**src/hdl/bitmap_contiguous_page_allocator_defines.svh**
```systemverilog
// ----------------------------------------------------------------------------
// Assertion macros for the bitmap page allocator
// Clocked on clk and disabled while rst_n is low. The checks compile away
// when SYNTHESIS is defined.
// ----------------------------------------------------------------------------
`ifndef BITMAP_CONTIGUOUS_PAGE_ALLOCATOR_DEFINES_SVH
`define BITMAP_CONTIGUOUS_PAGE_ALLOCATOR_DEFINES_SVH

`ifndef SYNTHESIS
`define BCPA_ASSERT(name, prop, msg) \
  name: assert property (@(posedge clk) disable iff (!rst_n) prop) else $error(msg);
`define BCPA_ASSERT_NEXT(name, pre, post, msg) \
  name: assert property (@(posedge clk) disable iff (!rst_n) (pre) |=> (post)) else $error(msg);
`else
`define BCPA_ASSERT(name, prop, msg)
`define BCPA_ASSERT_NEXT(name, pre, post, msg)
`endif

`endif

```
**src/hdl/bcpa_pkg.sv**
```systemverilog
// ----------------------------------------------------------------------------
// Bitmap page allocator package
// Command codes, configuration register indexes and bit-scan helpers.
// ----------------------------------------------------------------------------
package bcpa_pkg;

  typedef enum logic [1:0] {
    CMD_ALLOC     = 2'd0,
    CMD_FREE      = 2'd1,
    CMD_TRANSLATE = 2'd2,
    CMD_NONE      = 2'd3
  } cmd_e_t;

  localparam logic CFG_VIRT_BASE = 1'b0;
  localparam logic CFG_PHYS_BASE = 1'b1;

  // Number of zero bits below the lowest set bit; 32 for an all-zero word.
  function automatic logic [5:0] ctz32(input logic [31:0] v);
    logic [5:0] r;
    r = 6'd32;
    for (int i = 31; i >= 0; i--) begin
      if (v[i]) begin
        r = 6'(i);
      end
    end
    return r;
  endfunction

  // Number of zero bits above the highest set bit; 32 for an all-zero word.
  function automatic logic [5:0] clz32(input logic [31:0] v);
    logic [5:0] r;
    r = 6'd32;
    for (int i = 0; i < 32; i++) begin
      if (v[i]) begin
        r = 6'(31 - i);
      end
    end
    return r;
  endfunction

endpackage

```
**src/hdl/bitmap_contiguous_page_allocator.sv**
```systemverilog
// ----------------------------------------------------------------------------
// Bitmap contiguous page allocator
// First-fit allocator over a region of NUM_PAGES pages with one occupancy
// bit per page, plus free and virtual-to-physical page translation.
// ----------------------------------------------------------------------------
// The occupancy map lives in a memory of 32-bit words with one write and one
// registered read each cycle; allocate and free are read-modify-write walks
// over it. After reset a clearing pass zeroes every map word before the first
// input beat is taken. Translate and undefined commands go from dispatch to the
// response state. Allocate scans map words up to the one where the run ends,
// then updates every word the run covers; a failed allocate scans all words.
// Free updates every map word it touches, or goes straight to the response
// when the pages lie outside the region. One command is in flight at a time; a
// finished result waits in the output register while the next input beat is
// taken.
`include "bitmap_contiguous_page_allocator_defines.svh"

module bitmap_contiguous_page_allocator
  import bcpa_pkg::*;
#(
  parameter int NUM_PAGES  = 1024,
  parameter int PAGE_SHIFT = 12
) (
  input  logic        clk,
  input  logic        rst_n,
  input  logic        in_valid,
  output logic        in_ready,
  input  logic [1:0]  in_cmd,
  input  logic [23:0] in_request_bytes,
  input  logic [31:0] in_address,
  output logic        out_valid,
  input  logic        out_ready,
  output logic [31:0] out_result_address,
  output logic        out_ok,
  input  logic        cfg_we,
  input  logic        cfg_index,
  input  logic [31:0] cfg_wdata
);

  localparam int MAP_WORDS = (NUM_PAGES + 31) / 32;
  localparam int WA_W      = (MAP_WORDS > 1) ? $clog2(MAP_WORDS) : 1;
  localparam int PGX_W     = WA_W + 5;
  localparam int CNT_W     = 25 - PAGE_SHIFT;
  localparam int LOF_W     = 32 - PAGE_SHIFT;
  localparam logic [WA_W-1:0]  LAST_WORD   = WA_W'(MAP_WORDS - 1);
  localparam logic [PGX_W-1:0] LAST_PAGE   = PGX_W'(NUM_PAGES - 1);
  localparam logic [LOF_W:0]   LAST_PAGE_X = (LOF_W + 1)'(NUM_PAGES - 1);
  localparam logic [LOF_W:0]   NUM_PAGES_X = (LOF_W + 1)'(NUM_PAGES);
  localparam logic [31:0]      PAGE_MASK   = 32'((64'd1 << PAGE_SHIFT) - 64'd1);
  localparam logic [31:0]      TAIL_USED   = ((NUM_PAGES % 32) == 0) ? 32'd0 :
                                             ~32'((64'd1 << (NUM_PAGES % 32)) - 64'd1);

  typedef enum logic [6:0] {
    ST_CLEAR  = 7'b0000001,
    ST_IDLE   = 7'b0000010,
    ST_DISP   = 7'b0000100,
    ST_SCAN   = 7'b0001000,
    ST_RMW_RD = 7'b0010000,
    ST_RMW_WR = 7'b0100000,
    ST_RESP   = 7'b1000000
  } state_t;

  state_t            state_r;
  logic [WA_W-1:0]   clr_r;
  cmd_e_t            cmd_r;
  logic [CNT_W-1:0]  n_r;
  logic [31:0]       diff_r;
  logic [WA_W-1:0]   sw_r;
  logic [CNT_W-1:0]  run_r;
  logic [PGX_W-1:0]  run_start_r;
  logic [PGX_W-1:0]  lo_r;
  logic [PGX_W-1:0]  hi_r;
  logic [WA_W-1:0]   cw_r;
  logic [31:0]       res_addr_r;
  logic              res_ok_r;
  logic              out_valid_r;
  logic [31:0]       out_addr_r;
  logic              out_ok_r;
  logic [31:0]       vb_r;
  logic [31:0]       pb_r;

  logic [31:0]       map_mem [MAP_WORDS];
  logic [31:0]       rdata_r;
  logic              mem_we;
  logic [WA_W-1:0]   mem_wa;
  logic [31:0]       mem_wd;
  logic [WA_W-1:0]   mem_ra;

  logic              in_beat;
  logic [24:0]       bytes_sum;
  logic [CNT_W-1:0]  n_in;

  logic [31:0]       scan_m;
  logic [5:0]        tz;
  logic [5:0]        lz;
  logic [CNT_W-1:0]  need;
  logic              carry_hit;
  logic              small_n;
  logic [5:0]        n6;
  logic [2:0]        msb_j;
  logic [31:0]       aw [6];
  logic [31:0]       wsel;
  logic [5:0]        wshift;
  logic [31:0]       win;
  logic [5:0]        win_tz;
  logic              win_hit;
  logic              scan_hit;
  logic [PGX_W-1:0]  word_base;
  logic [PGX_W-1:0]  hit_start;
  logic [CNT_W-1:0]  run_nxt;
  logic [PGX_W-1:0]  run_start_nxt;

  logic [LOF_W-1:0]  lo_full;
  logic [LOF_W:0]    last_full;
  logic              free_in_region;
  logic [LOF_W:0]    free_hi;

  logic [WA_W-1:0]   lo_word;
  logic [WA_W-1:0]   hi_word;
  logic [4:0]        lo_off;
  logic [4:0]        hi_off;
  logic [31:0]       rmw_mask;
  logic              rmw_last;

  assign in_ready           = (state_r == ST_IDLE);
  assign in_beat            = in_valid && in_ready;
  assign out_valid          = out_valid_r;
  assign out_result_address = out_addr_r;
  assign out_ok             = out_ok_r;

  // Page count of a byte size, at least one page.
  always_comb begin
    bytes_sum = {1'b0, in_request_bytes} + 25'(PAGE_MASK);
    n_in      = bytes_sum[24:PAGE_SHIFT];
    if (n_in == '0) begin
      n_in = CNT_W'(1);
    end
  end

  // Scan of one map word. A run either continues the free run carried in from
  // lower words, or for short requests lies wholly inside this word.
  always_comb begin
    scan_m    = rdata_r | ((sw_r == LAST_WORD) ? TAIL_USED : 32'd0);
    tz        = ctz32(scan_m);
    lz        = clz32(scan_m);
    need      = n_r - run_r;
    carry_hit = (need <= CNT_W'(tz));
    small_n   = (n_r <= CNT_W'(32));
    n6        = n_r[5:0];
    msb_j     = 3'd0;
    for (int i = 0; i < 6; i++) begin
      if (n6[i]) begin
        msb_j = 3'(i);
      end
    end
    aw[0] = ~scan_m;
    for (int k = 1; k < 6; k++) begin
      aw[k] = aw[k-1] & (aw[k-1] >> (1 << (k - 1)));
    end
    wsel      = aw[msb_j];
    wshift    = n6 - (6'd1 << msb_j);
    win       = wsel & (wsel >> wshift);
    win_tz    = ctz32(win);
    win_hit   = small_n && (win != 32'd0);
    scan_hit  = carry_hit || win_hit;
    word_base = {sw_r, 5'd0};
    if (carry_hit) begin
      hit_start = (run_r == '0) ? word_base : run_start_r;
    end else begin
      hit_start = word_base + PGX_W'(win_tz);
    end
    if (scan_m == 32'd0) begin
      run_nxt       = run_r + CNT_W'(32);
      run_start_nxt = (run_r == '0) ? word_base : run_start_r;
    end else begin
      run_nxt       = CNT_W'(lz);
      run_start_nxt = word_base + PGX_W'(6'd32 - lz);
    end
  end

  // Page range of a free, clipped to the region.
  always_comb begin
    lo_full        = diff_r[31:PAGE_SHIFT];
    last_full      = {1'b0, lo_full} + (LOF_W + 1)'(n_r) - (LOF_W + 1)'(1);
    free_in_region = ({1'b0, lo_full} < NUM_PAGES_X);
    free_hi        = (last_full > LAST_PAGE_X) ? LAST_PAGE_X : last_full;
  end

  always_comb begin
    lo_word  = lo_r[PGX_W-1:5];
    hi_word  = hi_r[PGX_W-1:5];
    lo_off   = (cw_r == lo_word) ? lo_r[4:0] : 5'd0;
    hi_off   = (cw_r == hi_word) ? hi_r[4:0] : 5'd31;
    rmw_mask = ({32{1'b1}} << lo_off) & ({32{1'b1}} >> (5'd31 - hi_off));
    rmw_last = (cw_r == hi_word);
  end

  always_comb begin
    mem_we = 1'b0;
    mem_wa = cw_r;
    mem_wd = (cmd_r == CMD_ALLOC) ? (rdata_r | rmw_mask) : (rdata_r & ~rmw_mask);
    mem_ra = '0;
    case (state_r)
      ST_CLEAR: begin
        mem_we = 1'b1;
        mem_wa = clr_r;
        mem_wd = 32'd0;
      end
      ST_SCAN: begin
        mem_ra = (sw_r == LAST_WORD) ? '0 : sw_r + WA_W'(1);
      end
      ST_RMW_RD: begin
        mem_ra = lo_word;
      end
      ST_RMW_WR: begin
        mem_we = 1'b1;
        mem_ra = rmw_last ? cw_r : cw_r + WA_W'(1);
      end
      default: begin
        mem_ra = '0;
      end
    endcase
  end

  always_ff @(posedge clk) begin
    if (mem_we) begin
      map_mem[mem_wa] <= mem_wd;
    end
    rdata_r <= map_mem[mem_ra];
  end

  always_ff @(posedge clk) begin
    if (!rst_n) begin
      vb_r <= 32'd0;
      pb_r <= 32'd0;
    end else if (cfg_we) begin
      case (cfg_index)
        CFG_VIRT_BASE: vb_r <= cfg_wdata;
        CFG_PHYS_BASE: pb_r <= cfg_wdata;
        default: begin
          vb_r <= vb_r;
        end
      endcase
    end
  end

  always_ff @(posedge clk) begin
    if (!rst_n) begin
      state_r     <= ST_CLEAR;
      clr_r       <= '0;
      out_valid_r <= 1'b0;
    end else begin
      if (out_valid_r && out_ready && (state_r != ST_RESP)) begin
        out_valid_r <= 1'b0;
      end
      case (state_r)
        ST_CLEAR: begin
          clr_r <= clr_r + WA_W'(1);
          if (clr_r == LAST_WORD) begin
            state_r <= ST_IDLE;
          end
        end
        ST_IDLE: begin
          if (in_beat) begin
            cmd_r   <= cmd_e_t'(in_cmd);
            n_r     <= n_in;
            diff_r  <= in_address - vb_r;
            state_r <= ST_DISP;
          end
        end
        ST_DISP: begin
          res_addr_r <= 32'd0;
          res_ok_r   <= 1'b0;
          case (cmd_r)
            CMD_ALLOC: begin
              sw_r        <= '0;
              run_r       <= '0;
              run_start_r <= '0;
              state_r     <= ST_SCAN;
            end
            CMD_FREE: begin
              res_ok_r <= 1'b1;
              lo_r     <= PGX_W'(lo_full);
              hi_r     <= PGX_W'(free_hi);
              state_r  <= free_in_region ? ST_RMW_RD : ST_RESP;
            end
            CMD_TRANSLATE: begin
              res_addr_r <= pb_r + (diff_r & ~PAGE_MASK);
              res_ok_r   <= 1'b1;
              state_r    <= ST_RESP;
            end
            default: begin
              state_r <= ST_RESP;
            end
          endcase
        end
        ST_SCAN: begin
          if (scan_hit) begin
            lo_r    <= hit_start;
            state_r <= ST_RMW_RD;
          end else if (sw_r == LAST_WORD) begin
            state_r <= ST_RESP;
          end else begin
            sw_r        <= sw_r + WA_W'(1);
            run_r       <= run_nxt;
            run_start_r <= run_start_nxt;
          end
        end
        ST_RMW_RD: begin
          cw_r <= lo_word;
          if (cmd_r == CMD_ALLOC) begin
            hi_r       <= lo_r + PGX_W'(n_r - CNT_W'(1));
            res_addr_r <= vb_r + (32'(lo_r) << PAGE_SHIFT);
            res_ok_r   <= 1'b1;
          end
          state_r <= ST_RMW_WR;
        end
        ST_RMW_WR: begin
          if (rmw_last) begin
            state_r <= ST_RESP;
          end else begin
            cw_r <= cw_r + WA_W'(1);
          end
        end
        ST_RESP: begin
          if (!out_valid_r || out_ready) begin
            out_valid_r <= 1'b1;
            out_addr_r  <= res_addr_r;
            out_ok_r    <= res_ok_r;
            state_r     <= ST_IDLE;
          end
        end
        default: begin
          state_r <= ST_IDLE;
        end
      endcase
    end
  end

  `BCPA_ASSERT(a_scan_run_short, (state_r == ST_SCAN) |-> (run_r < n_r), "carried free run reached the request without a hit")
  `BCPA_ASSERT(a_rmw_in_range, (state_r == ST_RMW_WR) |-> ((cw_r <= hi_word) && (lo_r <= hi_r) && (hi_r <= LAST_PAGE)), "map update outside its page range")
  `BCPA_ASSERT_NEXT(a_resp_holds, (state_r == ST_RESP) && out_valid_r && !out_ready, state_r == ST_RESP, "result dropped while the output beat was stalled")

endmodule
```
**config.mk**
```make
export PLATFORM = sky130hd
export DESIGN_NAME = bitmap_contiguous_page_allocator
export DESIGN_NICKNAME = d
export VERILOG_FILES = /design/src/hdl/bcpa_pkg.sv /design/src/hdl/bitmap_contiguous_page_allocator.sv
export VERILOG_INCLUDE_DIRS = /design/src /design/src/hdl
export SDC_FILE = /design/constraint.sdc
export NUM_CORES = 2
export LEC_CHECK = 0
export BUFFER_PORTS_ARGS = -buffer_cell sky130_fd_sc_hd__buf_2
export CAP_MARGIN = 10
export CELL_PAD_IN_SITES_DETAIL_PLACEMENT = 0
export CELL_PAD_IN_SITES_GLOBAL_PLACEMENT = 1
export CORE_UTILIZATION = 50
export CTS_CLUSTER_DIAMETER = 120
export DETAILED_ROUTE_END_ITERATION = 16
export PLACE_DENSITY = 0.82
export SLEW_MARGIN = 20
export SYNTH_ARGS = -nofsm -noshare
export SYNTH_HDL_FRONTEND = slang
export SYNTH_SLANG_ARGS = --single-unit
```
**constraint.sdc**
```tcl
create_clock -name clk -period 7.1 [get_ports clk]
set_input_delay 1.42 -clock clk [delete_from_list [all_inputs] [get_ports clk]]
set_output_delay 1.42 -clock clk [all_outputs]
set_load 0.005 [all_outputs]
```
; Word-level counts from Yosys, hierarchy flattened
; Memories as Yosys holds them, arrays and structs flattened. A register that Yosys moved wholly into a read port is not among the register bits.
; Cells that the tools add are included.
[classes]
add_sub_neg = 18
n_lt_le_gt_ge = 5
eq_ne = 25
n_shift = 4
n_mux = 157
bitwise = 13
n_reduce_logical = 27
[ops]
columns = op, n
row1 = $mux 6, 96
row2 = $mux 32, 6
row3 = $mux 10, 11
row4 = $and 32x32->32, 3
row5 = $bmux 32 s3, 1
row6 = $not 32->32, 2
row7 = $pmux 32 s2, 1
row8 = $pmux 10 s2, 3
row9 = $mux 13, 4
row10 = $mux 7, 7
row11 = $pmux 7 s7, 1
row12 = $mux 5, 8
row13 = $add 32x22->32, 1
row14 = $add 32x32->32, 1
row15 = $and 32x16->32, 1
row16 = $and 32x24->32, 1
row17 = $and 32x28->32, 1
row18 = $and 32x30->32, 1
row19 = $and 32x31->32, 1
row20 = $logic_not 32->1, 1
row21 = $or 32x32->32, 1
row22 = $reduce_bool 32->1, 1
row23 = $shl 32x5->32 const A, 1
row24 = $shr 32x5->32 const A, 1
row25 = 55 further kinds, 94
[word_totals]
regBits = 243
mem_bits_rw = 1024
inputBits = 96
out_inout_bits = 35
elab_cells = 268
n_memories = 1
[mem_list]
columns = memory, depth, width, rd, rd_ports_with_merged_regs, write_ports, line_no
row1 = map_mem, 32, 32, 1, 1, 1, bitmap_contiguous_page_allocator.sv:82  ; logic [31:0] map_mem [MAP_WORDS];

; Longest topological paths before layout
[logic_depth]
ltp_word = 47
depth_mapped = 28

; Worst setup path before layout
; OpenSTA, ideal clock, no wires.
[synth_timing]
path_kind = register to register
start = register n_r[5]
end = register run_r[0] (enable)
setup_time_ps = 387
arrival_time_ps = 5183
required_time_ps = 6713
setup_slack_ps = 1530
stages_incl_launch_ff = 20
n_path_buf = 6
period_less_slack_ps = 5570
cell_sequence = edfxtp_1 -> buf_4 -> or4_1 -> buf_2 -> buf_6 -> buf_2 -> nor2_1 -> ha_1 -> xor2_1 -> buf_2 -> buf_1 -> a21oi_1 -> a311oi_1 -> a211oi_1 -> nor4_1 -> o2111ai_1 -> nor3b_1 -> a41oi_2 -> nor4b_2 -> a31o_1
[synth_between]
elab_chain_cells = 12
elab_cells_between_ends = 17
cone_classes = add/sub: 2 / order compare: 2 / eq/ne: 1 / shift: 2 / mux: 4 / bitwise: 2 / reduce/logical: 4
[synth_lines]
columns = element, line_no
row1 = from (decl), bitmap_contiguous_page_allocator.sv:66  ; logic [CNT_W-1:0] n_r;
row2 = from (signal assigned), bitmap_contiguous_page_allocator.sv:266  ; n_r <= n_in;
row3 = branches (longest 9 deep; another with $sub 6x6->6), --
row4 = $logic_or 1x1->1 *, bitmap_contiguous_page_allocator.sv:165  ; scan_hit = carry_hit || win_hit;
row5 = $ne 2x2->1 (no line) *, --
row6 = $reduce_and 5->1 (no line) *, --
row7 = to (signal assigned), bitmap_contiguous_page_allocator.sv:305  ; run_r <= run_nxt;
row8 = to (decl), bitmap_contiguous_page_allocator.sv:69  ; logic [CNT_W-1:0] run_r;
; Every way passes the cells marked *. The select of a mux whose other input is x is not followed.
; A chain may end at the register's enable or synchronous reset.

; Worst setup path after layout
[layout_timing]
start = register n_r[2]
end = register lo_r[8], data pin
[layout_between]
elab_chain_cells = 46
elab_cells_between_ends = 50
cone_classes = add/sub: 3 / order compare: 1 / shift: 2 / mux: 42 / bitwise: 2
[layout_lines]
columns = element, line_no
row1 = branches (longest 43 deep; another with $sub 6x6->6), --
row2 = $mux 10 *, bitmap_contiguous_page_allocator.sv:167  ; if (carry_hit) begin
row3 = $mux 10 *, bitmap_contiguous_page_allocator.sv:298  ; if (scan_hit) begin
row4 = $pmux 10 s2 *, bitmap_contiguous_page_allocator.sv:256  ; case (state_r)
row5 = to (signal assigned), bitmap_contiguous_page_allocator.sv:283  ; lo_r <= PGX_W'(lo_full);
row6 = to (signal assigned), bitmap_contiguous_page_allocator.sv:299  ; lo_r <= hit_start;
row7 = to (decl), bitmap_contiguous_page_allocator.sv:71  ; logic [PGX_W-1:0] lo_r;
; Marks and branches as above.

==> results_dict.tcl <==
set metrics [dict create \
    setup_ws_ps 834 \
    timing.rr.start "n_r[2]$_SDFFCE_PN0P_" \
    fp-row-count 128 \
    dp_hpwl_mm 120 \
    post_cts_buffers 0 \
    final-setup-viol-count 0 \
    initial_core_util_pct 50.7 \
    drive_gt1_share_pct 10.3 \
    vias_per_cell 6.27 \
    syn_area_um2 62100 \
    power_frac_comb_pct 9.1 \
    ys_async_sr_fraction_pct 0 \
    grt_overflow 0 \
    hold_viol 0 \
    synth_flop_cell "edfxtp_1" \
    cellPowerDensity_nw_per_um2 249 \
    dieArea_um2 126000 \
    pre_cts_slack_ps 938 \
    postCtsHoldBufs 0 \
    synth_most_common_cell "nand2_1" \
    routed_wirelength_mm 193 \
    wire_per_inst_um 25.8 \
    synth_top_cell_by_area "edfxtp_1" \
    antenna_found_initial 6 \
    period_share_pct 88.3 \
    grt_max_degree 114 \
    min_to "out_result_address[27]$_DFFE_PP_" \
    clkPwrFrac_pct 40.2 \
    final_util_pct 56.9 \
    finalCriticalPeriod_ps 6270 \
    grt_pass1_wl_mm 286 \
    startpoint_type "register" \
    worstSetupPathType "register to register" \
    synth.avg_cell_area_um2 10.9 \
    ys_ff_latch 1287 \
    cts_buffers 137 \
    hp-class "register to register" \
    via_count 46881 \
    hold_depth 0 \
    seq_area_frac_synth_pct 60.5 \
    coreArea_um2 123000 \
    p_total_mw 17.3 \
    drc_errors 0 \
    syn_inst 5693 \
    pwr-share-seq_pct 50.7 \
    numPortBuffers 130 \
    cts_max_level 4 \
    ant_nets 0 \
    die_w_um 354 \
    yosys_warnings 0 \
    place.gp.congestion 0.946 \
    skew_ps 50.3 \
    tns_ps 0 \
    cap_viol_max_count 0 \
    rsz0062_at_grt "no" \
    switching_share_pct 24.8 \
    clockBufferDepth 3 \
    yosys-top-cells-count "1319 x nand2_1, 1178 x edfxtp_1, 455 x nand3_1" \
    clock_sinks 1287 \
    dr.pass1.iters 6 \
    r2r_end "lo_r[8]$_DFFE_PP_" \
    synth_top_area_share_pct 57.0 \
    rrSetupSlack_ps 830 \
    synth.area.top_cells "edfxtp_1 57%, nand2_1 8.0%, nand3_1 3.7%" \
    final-max-slew-violation-count 0 \
    tightest_slew_ps 1180 \
    post_cts_resized 0 \
    nets 6002 \
    outcome "finished, final reports clean" \
    io_pins 131 \
    crit_path_end_kind "register" \
    drtIter0Drc 5431 \
    min_from "res_addr_r[27]$_DFFE_PP_" \
    internal_power_mw 13.0 \
    fp.dieH_um 354 \
    critPathMaxFanout 11 \
    peakVddDrop_v 0.000245 \
    synthDistinctLibCells 99 \
    maxSlewHeadroom_pct 21.0 \
    arrival_ps 6760 \
    synth_edf_count 1178 \
    cts_tree "built" \
    syn_nets 5948 \
    root_buffer "clkbuf_16" \
    worstPathRequired_ps 7600 \
    track_usage_pct 30.3 \
    area_delta_synth_final_pct 12.2 \
    clk_pin_slew_worst_paths_ps 70 \
    clkLatencyLatePin_ps 780 \
    r2r_cells 18 \
    grt_pass1_vias 44313 \
    max_freq_ghz 0.160 \
    p_sw_mw 4.31 \
    power.leakage_nw 24.7 \
    fill_cells 10251 \
]
critical path, cell delays in order (launching register included):
cell	delay, ps
edfxtp_1	570
or4_1	610
nor2_1	160
ha_1	340
and3b_1	230
o21ai_0	300
and2_0	500
nor4_1	130
a311oi_1	530
a211oi_1	220
nor4_1	470
o2111ai_1	320
nor3b_1	380
and4_1	290
ha_1	210
nand3_1	100
or3b_2	450
o221ai_1	80
o21ai_0	110
how the worst max path moves through the flow:
stage,from,to,slack (ps),cells past startpoint
final,n_r[2]$_SDFFCE_PN0P_,lo_r[8]$_DFFE_PP_,830,18
after global routing,n_r[2]$_SDFFCE_PN0P_,lo_r[7]$_DFFE_PP_,360,20
after CTS,n_r[2]$_SDFFCE_PN0P_,lo_r[8]$_DFFE_PP_,910,18
after detailed placement,n_r[2]$_SDFFCE_PN0P_,lo_r[8]$_DFFE_PP_,940,18
after global placement,n_r[2]$_SDFFCE_PN0P_,lo_r[8]$_DFFE_PP_,930,18
after floorplan,n_r[5]$_SDFFCE_PN0P_,run_r[0]$_SDFFCE_PN0P_,1530,19
placed cells by master (no fill, tap or decap), types with 34 or more instances in the layout:
cell,synthesis,layout
nand2_1,1319,1318
edfxtp_1,1178,1178
nand3_1,455,454
a311oi_1,204,204
inv_1,196,196
nor2_1,221,169
ha_1,153,153
a21oi_1,152,151
and3_1,150,149
buf_4,3,145
clkbuf_16,0,140
o21ai_0,136,136
buf_2,15,130
dfxtp_1,109,109
a21boi_0,80,79
xnor2_1,74,73
nor3_1,65,64
o31ai_1,49,47
mux2i_1,47,47
nor2_4,0,46
o311ai_0,40,40
a211oi_1,39,38
nor4_1,38,38
xor2_1,39,38
clkbuf_1,311,38
a21o_1,34,34
a31oi_1,35,34
logic make-up after synthesis:
family	Yosys count	synth area share [%]
compound gates	1045	12.3
xor+xnor	113	1.59
fa+ha+maj	159	3.28
buf+inv	576	3.61
flops	1287	60.5
mux	57	1.05
simple gates	2456	17.7
sequential cells by signal, indices dropped and copies added (netlist names), 2 cells and up:
signal and count:
map_mem 1024, out_result_address 32, pb_r 32, rdata_r 32
res_addr_r 32, vb_r 32, diff_r 20, n_r 13
run_r 13, hi_r 10, lo_r 10, run_start_r 10
state_r 7, clr_r 5, cw_r 5, sw_r 5
cmd_r 2
power groups by stage:
stage               sequential [mW]  clock, mW  combinational [mW]
finish                         8.78       6.97                1.58
CTS                            8.77       7.05                1.54
detailed placement             8.93          0                1.53
floorplan                      8.81          0               0.920
global route                   8.80       7.33                1.69
global placement               8.92          0                1.50
through the flow:
stage	hold WS (ps)	std cells	cell area (um2)
6_report	418	7478	69700
5_1_grt	422	7478	69700
4_1_cts	418	7474	69500
3_5_place_dp	405	7230	65200
3_3_place_gp	401	7224	65000
2_1_floorplan	400	5693	62100
final cells by class:
class | instances | area, um2 | share of cell area [%]
Multi-Input combinational cell | 3830 | 22900 | 32.8
Timing Repair Buffer | 294 | 2160 | 3.11
Tap cell | 1625 | 2030 | 2.92
Antenna cell | 1 | 2.50 | 0.00359
Clock buffer | 185 | 3740 | 5.37
Sequential cell | 1287 | 37600 | 53.9
Clock inverter | 59 | 593 | 0.851
Inverter | 197 | 739 | 1.06
layer usage:
metal | up-vias | global-route usage, % | wire length (um)
li1 | 21206 | - | -
met5 | - | 0 | 13
met3 | 433 | 4.64 | 17400
met4 | 2 | 11.7 | 7220
met1 | 22871 | 42.9 | 80600
met2 | 2369 | 47.2 | 87900
Power figures use the tool's default switching activity.
